[config.mk]
export PLATFORM = sky130hd
export DESIGN_NAME = bitmap_corner_smoothing_filter
export DESIGN_NICKNAME = d
export VERILOG_FILES = /design/src/design/bcsf_pkg.sv /design/src/design/bcsf_cell.sv /design/src/design/bitmap_corner_smoothing_filter.sv
export SDC_FILE = /design/constraint.sdc
export NUM_CORES = 1
export LEC_CHECK = 0
export ABC_AREA = 1
export BUFFER_PORTS_ARGS = -buffer_cell sky130_fd_sc_hd__buf_2
export CAP_MARGIN = 0
export CORE_MARGIN = 1.5
export CORE_UTILIZATION = 40
export CTS_BUF_LIST = sky130_fd_sc_hd__clkbuf_16
export DETAILED_ROUTE_END_ITERATION = 8
export PLACE_DENSITY_LB_ADDON = 0.15
export SYNTH_ARGS = -nofsm -noshare
export SYNTH_HDL_FRONTEND = slang
export SYNTH_SLANG_ARGS = --single-unit
[constraint.sdc]
create_clock -name clk_i -period 5.8 [get_ports clk_i]
set_input_delay 0.58 -clock clk_i [delete_from_list [all_inputs] [get_ports clk_i]]
set_output_delay 0.58 -clock clk_i [all_outputs]
set_load 0.01 [all_outputs]
[src/design/bcsf_pkg.sv]
// ----------------------------------------------------------------------------
// bcsf_pkg
// Shared types and constants of the corner smoothing filter.
// ----------------------------------------------------------------------------
package bcsf_pkg;

  localparam int GLYPH_ROWS = 64;
  localparam int GLYPH_COLS = 64;

  // fixed widths of the beat fields
  localparam int ROW_W     = 64;
  localparam int OUT_IDX_W = 6;

  // row counter width, wide enough for the glyph and for the output index
  localparam int CNT_W = (GLYPH_ROWS > 1) ? $clog2(GLYPH_ROWS) : 1;
  localparam int IDX_W = (CNT_W > OUT_IDX_W) ? CNT_W : OUT_IDX_W;

  localparam logic [IDX_W-1:0] LAST_ROW = IDX_W'(GLYPH_ROWS - 1);
  localparam logic [IDX_W-1:0] PREV_ROW = IDX_W'(GLYPH_ROWS - 2);
  localparam logic [IDX_W-1:0] TWO_ROWS = IDX_W'(2);

  // one column of the 5-row window: a is two rows above the center c
  typedef struct packed {
    logic a;
    logic b;
    logic c;
    logic d;
    logic e;
  } win_t;

  // tail of a glyph: two buffered rows still to be sent
  typedef enum logic [1:0] {
    FL_NONE,
    FL_SECOND,
    FL_LAST
  } flush_e;

endpackage

[src/design/bcsf_cell.sv]
// ----------------------------------------------------------------------------
// bcsf_cell
// One column of the filter: keeps four rows of history for its column and
// tests its center pixel against the neighbor columns' windows.
// ----------------------------------------------------------------------------
module bcsf_cell (
  input  logic          clk_i,
  input  logic          rst_ni,
  input  logic          shift_i,
  input  logic          bit_i,
  input  logic          interior_i,
  input  bcsf_pkg::win_t left2_i,
  input  bcsf_pkg::win_t left1_i,
  input  bcsf_pkg::win_t right1_i,
  input  bcsf_pkg::win_t right2_i,
  output bcsf_pkg::win_t win_o,
  output logic          smooth_o
);

  // hist_q[0] is the previous row, hist_q[3] four rows back
  logic [3:0] hist_d, hist_q;

  logic [2:0] orth_sum, diag_sum, diag_want;
  logic       ctr, hit, side_ok;

  assign hist_d = {hist_q[2:0], bit_i};

  always_ff @(posedge clk_i or negedge rst_ni) begin
    if (!rst_ni) begin
      hist_q <= '0;
    end else if (shift_i) begin
      hist_q <= hist_d;
    end
  end

  assign win_o = '{a: hist_q[3], b: hist_q[2], c: hist_q[1], d: hist_q[0], e: bit_i};

  assign ctr       = win_o.c;
  assign orth_sum  = 3'(win_o.b) + 3'(left1_i.c) + 3'(right1_i.c) + 3'(win_o.d);
  assign diag_sum  = 3'(left1_i.b) + 3'(right1_i.b) + 3'(left1_i.d) + 3'(right1_i.d);
  assign diag_want = ctr ? 3'd1 : 3'd3;

  // side of the single diagonal that matches the center
  always_comb begin
    if (left1_i.b == ctr) begin
      side_ok = (win_o.b == ctr) && (left1_i.c == ctr) && (left2_i.c == ctr) &&
                (win_o.a == ctr);
    end else if (right1_i.b == ctr) begin
      side_ok = (win_o.b == ctr) && (right1_i.c == ctr) && (right2_i.c == ctr) &&
                (win_o.a == ctr);
    end else if (left1_i.d == ctr) begin
      side_ok = (win_o.d == ctr) && (left1_i.c == ctr) && (left2_i.c == ctr) &&
                (win_o.e == ctr);
    end else begin
      side_ok = (win_o.d == ctr) && (right1_i.c == ctr) && (right2_i.c == ctr) &&
                (win_o.e == ctr);
    end
  end

  assign hit      = interior_i && (orth_sum == 3'd2) && (diag_sum == diag_want) && side_ok;
  assign smooth_o = ctr ^ hit;

endmodule

[src/design/bitmap_corner_smoothing_filter.sv]
// ----------------------------------------------------------------------------
// bitmap_corner_smoothing_filter
// Corner smoothing of a binary glyph, one row word per beat, rows sent out
// two rows late through a row of column cells.
// ----------------------------------------------------------------------------
//  channel | direction | handshake                   | payload
//  in      | input     | in_valid_i / in_ready_o     | row_bits_i, first_row_i
//  out     | output    | out_valid_o / out_ready_i   | smoothed_bits_o,
//          |           |                             | out_row_index_o, glyph_done_o
//
//  one input beat per cycle while the output is free and no flush runs; result appears
//  in the output register the cycle after the input beat that causes it (the column
//  cells are one level of logic); the last row of a glyph adds two flush beats from
//  the cell history, and input is held off during the flush
//  reset clears the row count, the cell history and the output valid
//  a stalled output blocks input only while the output register is full
module bitmap_corner_smoothing_filter (
  input  logic        clk_i,
  input  logic        rst_ni,
  input  logic        in_valid_i,
  output logic        in_ready_o,
  input  logic [63:0] row_bits_i,
  input  logic        first_row_i,
  output logic        out_valid_o,
  input  logic        out_ready_i,
  output logic [63:0] smoothed_bits_o,
  output logic [5:0]  out_row_index_o,
  output logic        glyph_done_o
);

  localparam int W  = bcsf_pkg::ROW_W;
  localparam int IW = bcsf_pkg::IDX_W;

  bcsf_pkg::win_t win [W];
  logic [W-1:0] smooth_row, lb1_row, lb0_row;

  bcsf_pkg::flush_e fl_d, fl_q;
  logic [IW-1:0] row_cnt_d, row_cnt_q;
  logic [IW-1:0] r_raw, r;
  logic          out_free, in_fire, load;
  logic [W-1:0]  bits_d, bits_q;
  logic [IW-1:0] idx_d;
  logic [5:0]    idx_q;
  logic          done_d, done_q, out_valid_q;

  assign out_free   = !out_valid_q || out_ready_i;
  assign in_ready_o = out_free && (fl_q == bcsf_pkg::FL_NONE);
  assign in_fire    = in_valid_i && in_ready_o;

  // ---- row of column cells ----
  for (genvar j = 0; j < W; j++) begin : g_col
    bcsf_pkg::win_t l2, l1, r1, r2;
    if (j >= 2) begin : g_l2
      assign l2 = win[j-2];
    end else begin : g_l2z
      assign l2 = '0;
    end
    if (j >= 1) begin : g_l1
      assign l1 = win[j-1];
    end else begin : g_l1z
      assign l1 = '0;
    end
    if (j <= W - 2) begin : g_r1
      assign r1 = win[j+1];
    end else begin : g_r1z
      assign r1 = '0;
    end
    if (j <= W - 3) begin : g_r2
      assign r2 = win[j+2];
    end else begin : g_r2z
      assign r2 = '0;
    end

    bcsf_cell u_cell (
      .clk_i      (clk_i),
      .rst_ni     (rst_ni),
      .shift_i    (in_fire),
      .bit_i      (row_bits_i[j]),
      .interior_i ((j >= 2) && (j <= bcsf_pkg::GLYPH_COLS - 3)),
      .left2_i    (l2),
      .left1_i    (l1),
      .right1_i   (r1),
      .right2_i   (r2),
      .win_o      (win[j]),
      .smooth_o   (smooth_row[j])
    );

    assign lb1_row[j] = win[j].c;
    assign lb0_row[j] = win[j].d;
  end

  // ---- row count ----
  always_comb begin
    r_raw = first_row_i ? '0 : row_cnt_q;
    r     = (int'(r_raw) >= bcsf_pkg::GLYPH_ROWS) ? '0 : r_raw;
  end

  assign row_cnt_d = (r == bcsf_pkg::LAST_ROW) ? '0 : r + IW'(1);

  // ---- flush sequencer: next state ----
  always_comb begin
    fl_d = fl_q;
    case (fl_q)
      bcsf_pkg::FL_NONE: begin
        if (in_fire && (r == bcsf_pkg::LAST_ROW)) fl_d = bcsf_pkg::FL_SECOND;
      end
      bcsf_pkg::FL_SECOND: begin
        if (out_free) fl_d = bcsf_pkg::FL_LAST;
      end
      bcsf_pkg::FL_LAST: begin
        if (out_free) fl_d = bcsf_pkg::FL_NONE;
      end
      default: fl_d = bcsf_pkg::FL_NONE;
    endcase
  end

  // ---- flush sequencer: output register load ----
  always_comb begin
    load   = 1'b0;
    bits_d = smooth_row;
    idx_d  = r - bcsf_pkg::TWO_ROWS;
    done_d = 1'b0;
    case (fl_q)
      bcsf_pkg::FL_NONE: begin
        load = in_fire && (r >= bcsf_pkg::TWO_ROWS);
        // first two rows of a glyph are border rows
        if (r < IW'(4)) bits_d = lb1_row;
      end
      bcsf_pkg::FL_SECOND: begin
        load   = out_free;
        bits_d = lb1_row;
        idx_d  = bcsf_pkg::PREV_ROW;
      end
      bcsf_pkg::FL_LAST: begin
        load   = out_free;
        bits_d = lb0_row;
        idx_d  = bcsf_pkg::LAST_ROW;
        done_d = 1'b1;
      end
      default: load = 1'b0;
    endcase
  end

  always_ff @(posedge clk_i or negedge rst_ni) begin
    if (!rst_ni) begin
      fl_q        <= bcsf_pkg::FL_NONE;
      row_cnt_q   <= '0;
      out_valid_q <= 1'b0;
    end else begin
      fl_q <= fl_d;
      if (in_fire) row_cnt_q <= row_cnt_d;
      if (load) begin
        out_valid_q <= 1'b1;
      end else if (out_ready_i) begin
        out_valid_q <= 1'b0;
      end
    end
  end

  always_ff @(posedge clk_i) begin
    if (load) begin
      bits_q <= bits_d;
      idx_q  <= idx_d[5:0];
      done_q <= done_d;
    end
  end

  assign out_valid_o     = out_valid_q;
  assign smoothed_bits_o = bits_q;
  assign out_row_index_o = idx_q;
  assign glyph_done_o    = done_q;

  // ---- checks ----
  a_last_row_flush: assert property (@(posedge clk_i) disable iff (!rst_ni)
    (in_fire && (r == bcsf_pkg::LAST_ROW)) |=> (fl_q == bcsf_pkg::FL_SECOND))
    else $error("last row did not start the flush");

  a_done_index: assert property (@(posedge clk_i) disable iff (!rst_ni)
    (out_valid_o && glyph_done_o) |-> (out_row_index_o == bcsf_pkg::LAST_ROW[5:0]))
    else $error("glyph end on a row other than the last");

  a_count_range: assert property (@(posedge clk_i) disable iff (!rst_ni)
    row_cnt_q <= bcsf_pkg::LAST_ROW)
    else $error("row count beyond the glyph");

  a_no_input_in_flush: assert property (@(posedge clk_i) disable iff (!rst_ni)
    (fl_q != bcsf_pkg::FL_NONE) |-> !in_fire)
    else $error("input beat taken during flush");

endmodule

==> metrics.csv, run 1 <==
stage,metric,value,unit
status,run status,"finished, violations left",
status,violated checks,negative hold slack,
placement,RePlAce Congestion,0.879,
global_route,number of global-route vias before repair,26500,
die,die span in y,279,um
global_route,number of antenna violations at the first check in global routing,3,
finish,fraction of final layout cells with drive strength greater than 1,6.37,%
setup_path,setup slack of the most critical reg-to-reg path,2260,ps
setup_path,cells along the critical path,"inv_1, ha_4, inv_1, nor2_1, nand2_4, clkinv_2, o21ai_0, a21oi_4, buf_12",
power_and_ir_drop,leakage power figure,17.1,nW
routing,number of DRC markers after the initial detailed-route iteration,1925,
setup_path,required time at the endpoint of the critical path,6010,ps
sta,Worst-Margin Slew,1030,ps
routing,DRT antenna net count,0,
clock_network,Num CTS Buffers,45,
global_route,maximum number of pins on one net before global-route repair,109,
sta,post-route worst hold slack,-24.8,ps
sta,Final Skew,12.2,ps
sta,Slew Limit Headroom,31.0,%
sta,number of failing setup endpoints in the final timing report,0,
yosys,post-synthesis instance area,30400,um2
sta,Period minus WS final,3540,ps
die,Core Box Area,74800,um2
setup_path,Critical-path top delay cell,sky130_fd_sc_hd__clkinv_2,
sta,final setup TNS,0,ps
setup_path,"critical path fanouts, max",72,
yosys,parity-gate share of the synthesized area counting xor and xnor cells,1.26,%
clock_network,clock tree from TritonCTS,built,
die,Initial Util,40.6,%
setup_path,worst setup path class,reg2reg,
finish,synthesis-to-layout area growth,9.03,%
die,count of pins on the block boundary,142,
placement,sum of net half-perimeters after detailed placement,60900,um
clock_network,H-tree depth reported by CTS,2,
setup_path,critical path endpoint category,flop,
yosys,post-synth cell types,51,
yosys,post-synthesis instance total,4342,
routing,DR DRC count,0,
power_and_ir_drop,power density of the placed cells,579,nW/um2
setup_path,"Top cell by count, worst path",sky130_fd_sc_hd__inv_1,
routing,vias per cell,5.19,
global_route,residual overflow from global routing,0,
yosys,part of the Yosys area used for sequential elements,28.3,%
sta,unrepaired setup endpoints after global routing,false,
yosys,average cell area after synthesis,7.00,um2
yosys,ys flop type,sky130_fd_sc_hd__dfrtp_1,
setup_path,reg2reg end,smoothed_bits_o[26]$_DFFE_PP_,
global_route,first-pass GRT wire length,146000,um
routing,Total Wirelength,88800,um
finish,"leading cell type in the layout, fill and taps excluded",sky130_fd_sc_hd__nand2_1,
setup_path,Arrival @ worst endpoint,3750,ps
global_route,global-route usage over all layers,23.2,%
setup_path,r2r startpoint,fl_q[0]$_DFFE_PN0P_,
yosys,post-synthesis simple-gate area fraction,27.3,%
sta,hold violation count in the final report,3,
yosys,number of enable flip-flop cells after synthesis,71,
sta,number of max-slew violations in the final report,0,
clock_network,clock net sink count,330,
finish,storage element area,8610,um2
finish,fill cell count,7739,
yosys,fraction of synthesized area in multiplexers,0.0659,%
routing,length of the first detailed-routing pass in iterations,6,
run,Maximum Capacitance Violations,0,
min_path,class of the most critical hold timing path,in2async,
finish,most frequent cells in the layout,"sky130_fd_sc_hd__nand2_1, sky130_fd_sc_hd__inv_1, sky130_fd_sc_hd__o21ai_0, sky130_fd_sc_hd__nand3_1, sky130_fd_sc_hd__dfrtp_1",
setup_path,CP startpoint kind,flop,
routing,WL per Instance,16.5,um
yosys,"Net Count, Synth",4779,
die,die footprint,77600,um2
clock_network,"CTS clk-pin slew, worst paths",60,ps
clock_network,post-cts sizing count,0,
yosys,main combinational cell family by area after synthesis,simple AND/OR/NAND/NOR gates,
routing,total number of vias,27900,
yosys,synthesized-area fraction occupied by adder cells,18.1,%
yosys,register bit total from synthesis,330,
yosys,share of flip-flops with an asynchronous set or reset,78.5,%
die,horizontal die dimension,279,um
clock_network,# Post-CTS Setup Buffers,0,
placement,port bufs,141,
power_and_ir_drop,maximum vdd ir drop,0.232,mV
finish,core utilization of the finished layout,44.3,%
clock_network,hold bufs inserted after CTS,0,
die,standard-cell rows,100,
setup_path,depth of the most critical reg-to-reg path,9,
finish,area of all placed cells without fillers,33100,um2
yosys,yosys warns,0,
placement,Placed Instance Area,31700,um2
sta,timing-limited maximum frequency,283,MHz
setup_path,largest stage delay on the critical path,680,ps
finish,area used by multi-input combinational logic,18600,um2
finish,NumNets Final,4817,
clock_network,clk_lat worst skew,580,ps
sta,period utilization,61.0,%
clock_network,cell at the root of the clock tree,sky130_fd_sc_hd__clkbuf_16,
clock_network,clock buffer depth,3,
finish,Ant. Diodes,0,
yosys,fraction of the mapped netlist area in compound gates,14.3,%
## sequential cells by signal, summed over array words and instances, names as in the netlist
signal               flops
smoothed_bits_o         64
g_col.u_cell.hist_q    250
out_row_index_o          6
out_valid_o              1
row_cnt_q                6
fl_q                     2
glyph_done_o             1
## power by group
group	total (mW)	internal [mW]	switching [mW]
combinational	11.3	4.30	6.96
clock	2.83	1.71	1.13
sequential	5.09	3.32	1.77
## stage by stage
step           worst slack (ps)  hold slack [ps]  cells  total power, mW
2_1_floorplan               459              284   4342             13.6
3_3_place_gp               2130              466   5302             16.2
3_5_place_dp               2040              483   5302             16.4
4_1_cts                    2190            0.550   5382             19.4
5_1_grt                    1980             37.1   5382             21.7
6_report                   2260            -24.8   5382             19.2
## cells by family (layout without fill, tap and decap cells)
logic type,count (synthesis),after routing
flops,330,330
compound gates,773,773
simple gates,2031,2031
mux,2,2
fa+ha+maj,368,368
buf+inv,795,866
xor+xnor,43,43
## how the worst max path moves through the flow
stage	start	to	slack, ps	depth (start not counted)
3_3_place_gp	out_ready_i	out_valid_o$_DFFE_PN0P_	2130	9
2_1_floorplan	fl_q[0]$_DFFE_PN0P_	glyph_done_o$_DFFE_PP_	460	9
4_1_cts	fl_q[0]$_DFFE_PN0P_	smoothed_bits_o[13]$_DFFE_PP_	2190	9
6_report	fl_q[0]$_DFFE_PN0P_	smoothed_bits_o[26]$_DFFE_PP_	2260	9
5_1_grt	fl_q[0]$_DFFE_PN0P_	smoothed_bits_o[19]$_DFFE_PP_	1980	9
3_5_place_dp	out_ready_i	out_valid_o$_DFFE_PN0P_	2040	9
## Yosys cell counts, types with 37 or more instances
| cell | number | area share, % |
|---|---|---|
| sky130_fd_sc_hd__nor3_1 | 40 | 0.66 |
| sky130_fd_sc_hd__inv_1 | 582 | 7.2 |
| sky130_fd_sc_hd__nand4_1 | 59 | 1.2 |
| sky130_fd_sc_hd__clkbuf_1 | 68 | 0.84 |
| sky130_fd_sc_hd__buf_2 | 68 | 1.1 |
| sky130_fd_sc_hd__xnor2_1 | 37 | 1.1 |
| sky130_fd_sc_hd__ha_1 | 248 | 10 |
| sky130_fd_sc_hd__nand2_1 | 1367 | 17 |
| sky130_fd_sc_hd__nand3_1 | 274 | 4.5 |
| sky130_fd_sc_hd__o21ai_0 | 421 | 6.9 |
| sky130_fd_sc_hd__fa_1 | 120 | 7.9 |
| sky130_fd_sc_hd__a221oi_1 | 50 | 1.4 |
| sky130_fd_sc_hd__edfxtp_1 | 71 | 7.0 |
| sky130_fd_sc_hd__a21oi_1 | 178 | 2.9 |
| sky130_fd_sc_hd__dfrtp_1 | 259 | 21 |
| sky130_fd_sc_hd__o211ai_1 | 42 | 1.0 |
| sky130_fd_sc_hd__nor2_1 | 258 | 3.2 |
## critical path: cells and delay by family (launching register included)
family                   cells  cell delay, ps
adder cells (fa/ha/maj)      1             160
buffers and inverters        4            1350
AO/OA/AOI/OAI                2             520
flip-flops                   1             460
AND/OR/NAND/NOR              2             600
## routing by layer
| metal | up-vias | global-route usage (%) | routed length (um) |
|---|---|---|---|
| li1 | 14200 | - | - |
| met1 | 13100 | 32.6 | 42500 |
| met2 | 538 | 38.0 | 40700 |
| met3 | 114 | 2.57 | 3790 |
| met4 | 2 | 5.70 | 1860 |
| met5 | - | 0 | 12 |
## final cells by class
class | instances | area share [%]
clock inverter | 35 | 1.00
sequential | 330 | 26.0
inverter | 630 | 7.16
clock buffer | 45 | 3.40
multi-input combinational | 3217 | 56.2
tap | 969 | 3.66
timing repair buffer | 156 | 2.58
(Power assumes the default switching activity.)
==> run 2: changes to the inputs <==
==> constraint.sdc (replaced) <==
create_clock -name clk_i -period 3.5 [get_ports clk_i]
set_input_delay 0.35 -clock clk_i [delete_from_list [all_inputs] [get_ports clk_i]]
set_output_delay 0.35 -clock clk_i [all_outputs]
set_load 0.01 [all_outputs]
==> run 2 against run 1 <==
Effect of this change:
- the run now ends clean
- cell count is 1.1% higher
- sequential share of layout area is 0.45 points lower
- die area stayed put
- worst hold slack better by 71 ps
- via count is 0.98% higher
- wire length is 1.5% higher
- non-clock buffer count is 51 higher
- maximum frequency is 21% higher
- critical endpoint unchanged
- largest power group unchanged
- highest routed layer unchanged
==> metrics.csv, run 2 (same netlist as run 1, synthesis figures left out) <==
stage,metric,value,unit
sta,unrepaired setup endpoints after global routing,false,
power_and_ir_drop,design internal power,15.7,mW
finish,max FFs per register,250,
routing,number of DRC markers after the initial detailed-route iteration,2064,
sta,number of max-slew violations in the final report,0,
power_and_ir_drop,maximum vdd ir drop,0.450,mV
die,die span in y,279,um
sta,Slew Limit Headroom,36.1,%
setup_path,worst setup path class,reg2reg,
die,Initial Util,40.6,%
setup_path,critical path endpoint category,flop,
placement,sum of net half-perimeters after detailed placement,61900,um
clock_network,cell at the root of the clock tree,sky130_fd_sc_hd__clkbuf_16,
sta,Worst-Margin Slew,957,ps
clock_network,"CTS clk-pin slew, worst paths",60,ps
sta,timing-limited maximum frequency,342,MHz
sta,number of failing setup endpoints in the final timing report,0,
min_path,"Endpoint, Worst Hold",g_col[45].u_cell.hist_q[0]$_DFFE_PN0P_,
setup_path,required time at the endpoint of the critical path,3720,ps
setup_path,CP startpoint kind,flop,
setup_path,"critical path fanouts, max",72,
clock_network,clock buffer depth,3,
setup_path,r2r startpoint,fl_q[0]$_DFFE_PN0P_,
routing,length of the first detailed-routing pass in iterations,6,
clock_network,post-cts sizing count,0,
power_and_ir_drop,P_sw,16.5,mW
global_route,global-route usage over all layers,23.4,%
finish,synthesis-to-layout area growth,10.9,%
clock_network,# Post-CTS Setup Buffers,0,
routing,DRT antenna net count,0,
power_and_ir_drop,share of total power in sequential cells,25.1,%
min_path,cell depth of the worst hold path,3,
routing,DR DRC count,0,
die,Core Box Area,74800,um2
global_route,first-pass GRT wire length,147000,um
status,run status,"finished, final reports clean",
global_route,residual overflow from global routing,0,
finish,"leading cell type in the layout, fill and taps excluded",sky130_fd_sc_hd__nand2_1,
setup_path,depth of the most critical reg-to-reg path,9,
min_path,Worst Min Path Start,row_bits_i[45],
clock_network,H-tree depth reported by CTS,2,
setup_path,reg2reg end,smoothed_bits_o[26]$_DFFE_PP_,
clock_network,Num CTS Buffers,45,
finish,register containing the most flip-flops in the final layout,g_col.u_cell.hist_q,
power_and_ir_drop,power density of the placed cells,954,nW/um2
clock_network,hold bufs inserted after CTS,19,
die,horizontal die dimension,279,um
global_route,number of antenna violations at the first check in global routing,8,
die,count of pins on the block boundary,142,
sta,period utilization,83.6,%
finish,fraction of final layout cells with drive strength greater than 1,7.25,%
power_and_ir_drop,leakage power figure,17.4,nW
global_route,maximum number of pins on one net before global-route repair,204,
sta,Period minus WS final,2930,ps
placement,port bufs,141,
setup_path,setup slack of the most critical reg-to-reg path,570,ps
routing,vias per cell,5.18,
routing,total number of vias,28200,
clock_network,clock net sink count,330,
clock_network,clk_lat worst skew,590,ps
min_path,class of the most critical hold timing path,in2reg,
routing,Total Wirelength,90200,um
sta,Final Skew,13.7,ps
placement,RePlAce Congestion,0.873,
die,standard-cell rows,100,
sta,hold violation count in the final report,0,
die,die footprint,77600,um2
power_and_ir_drop,Total Power Consumption,32.2,mW
power_and_ir_drop,combinational fraction of design power,60.0,%
setup_path,Arrival @ worst endpoint,3150,ps
routing,WL per Instance,16.6,um
power_and_ir_drop,clock network fraction of total power,14.9,%
finish,NumNets Final,4868,
sta,final setup TNS,0,ps
clock_network,clock tree from TritonCTS,built,
run,Maximum Capacitance Violations,0,
finish,most frequent cells in the layout,"sky130_fd_sc_hd__nand2_1, sky130_fd_sc_hd__inv_1, sky130_fd_sc_hd__o21ai_0, sky130_fd_sc_hd__nand3_1, sky130_fd_sc_hd__dfrtp_1",
global_route,number of global-route vias before repair,26700,
power_and_ir_drop,share of total power consumed by net switching,51.2,%
[run 2: cell types whose count changed in the layout (fill, tap and decap cells not counted), moves of 3 or more]
cell and delta:
sky130_fd_sc_hd__clkinvlp_4 +5, sky130_fd_sc_hd__inv_1 -3, sky130_fd_sc_hd__diode_2 +4, sky130_fd_sc_hd__buf_12 +7
sky130_fd_sc_hd__clkinv_1 -4, sky130_fd_sc_hd__clkbuf_16 +3, sky130_fd_sc_hd__clkinv_2 +5, sky130_fd_sc_hd__dlygate4sd3_1 +19
sky130_fd_sc_hd__buf_4 +25
[run 2: how the worst max path moves through the flow]
stage | from | to | slack [ps]
after floorplan | fl_q[0]$_DFFE_PN0P_ | glyph_done_o$_DFFE_PP_ | 440
after global placement | fl_q[0]$_DFFE_PN0P_ | smoothed_bits_o[25]$_DFFE_PP_ | 600
after detailed placement | fl_q[0]$_DFFE_PN0P_ | smoothed_bits_o[38]$_DFFE_PP_ | 550
after CTS | fl_q[0]$_DFFE_PN0P_ | smoothed_bits_o[35]$_DFFE_PP_ | 540
after global routing | fl_q[0]$_DFFE_PN0P_ | smoothed_bits_o[25]$_DFFE_PP_ | 360
final | fl_q[0]$_DFFE_PN0P_ | smoothed_bits_o[26]$_DFFE_PP_ | 570
[run 2: through the flow]
stage	std cells	util, %	setup slack, ps	instance area (um2)	hold WS [ps]
2_1_floorplan	4342	-	438	30400	54.4
3_3_place_gp	5334	42.8	602	32000	369
3_5_place_dp	5334	42.8	553	32000	392
4_1_cts	5437	45.0	536	33700	4.57
5_1_grt	5441	45.1	364	33700	38.6
6_report	5441	45.1	574	33700	46.5
[run 2: final cells by class]
class | count | area (um2)
Inverter | 630 | 2370
Antenna cell | 4 | 10.0
Multi-Input combinational cell | 3217 | 18600
Fill cell | 7714 | 41100
Clock inverter | 36 | 308
Clock buffer | 48 | 1200
Tap cell | 969 | 1210
Sequential cell | 330 | 8610
Timing Repair Buffer | 207 | 1370
[run 2: power groups by stage]
stage	logic, mW	clock network, mW	registers [mW]
5_1_grt	22.8	5.07	8.36
6_report	19.3	4.80	8.06
4_1_cts	19.4	4.94	8.05
3_3_place_gp	19.0	0	8.11
2_1_floorplan	15.5	0	7.01
3_5_place_dp	19.3	0	8.11
[run 2: critical path: stages (launching register included)]
cell and delay (ps):
sky130_fd_sc_hd__dfrtp_1 460, sky130_fd_sc_hd__inv_1 190, sky130_fd_sc_hd__ha_4 430, sky130_fd_sc_hd__inv_1 80
sky130_fd_sc_hd__nor2_1 220, sky130_fd_sc_hd__nand2_4 240, sky130_fd_sc_hd__clkinv_2 130, sky130_fd_sc_hd__o21ai_0 140
sky130_fd_sc_hd__a21oi_4 170, sky130_fd_sc_hd__buf_12 450
[run 2: layer usage]
metal  vias to the layer above  GRT usage [%]  wire (um)
met3                       118           3.27       4640
met4                         8           5.94       1900
met2                       602           38.3      41300
li1                      14300              -          -
met5                         -              0         60
met1                     13200           32.4      42200
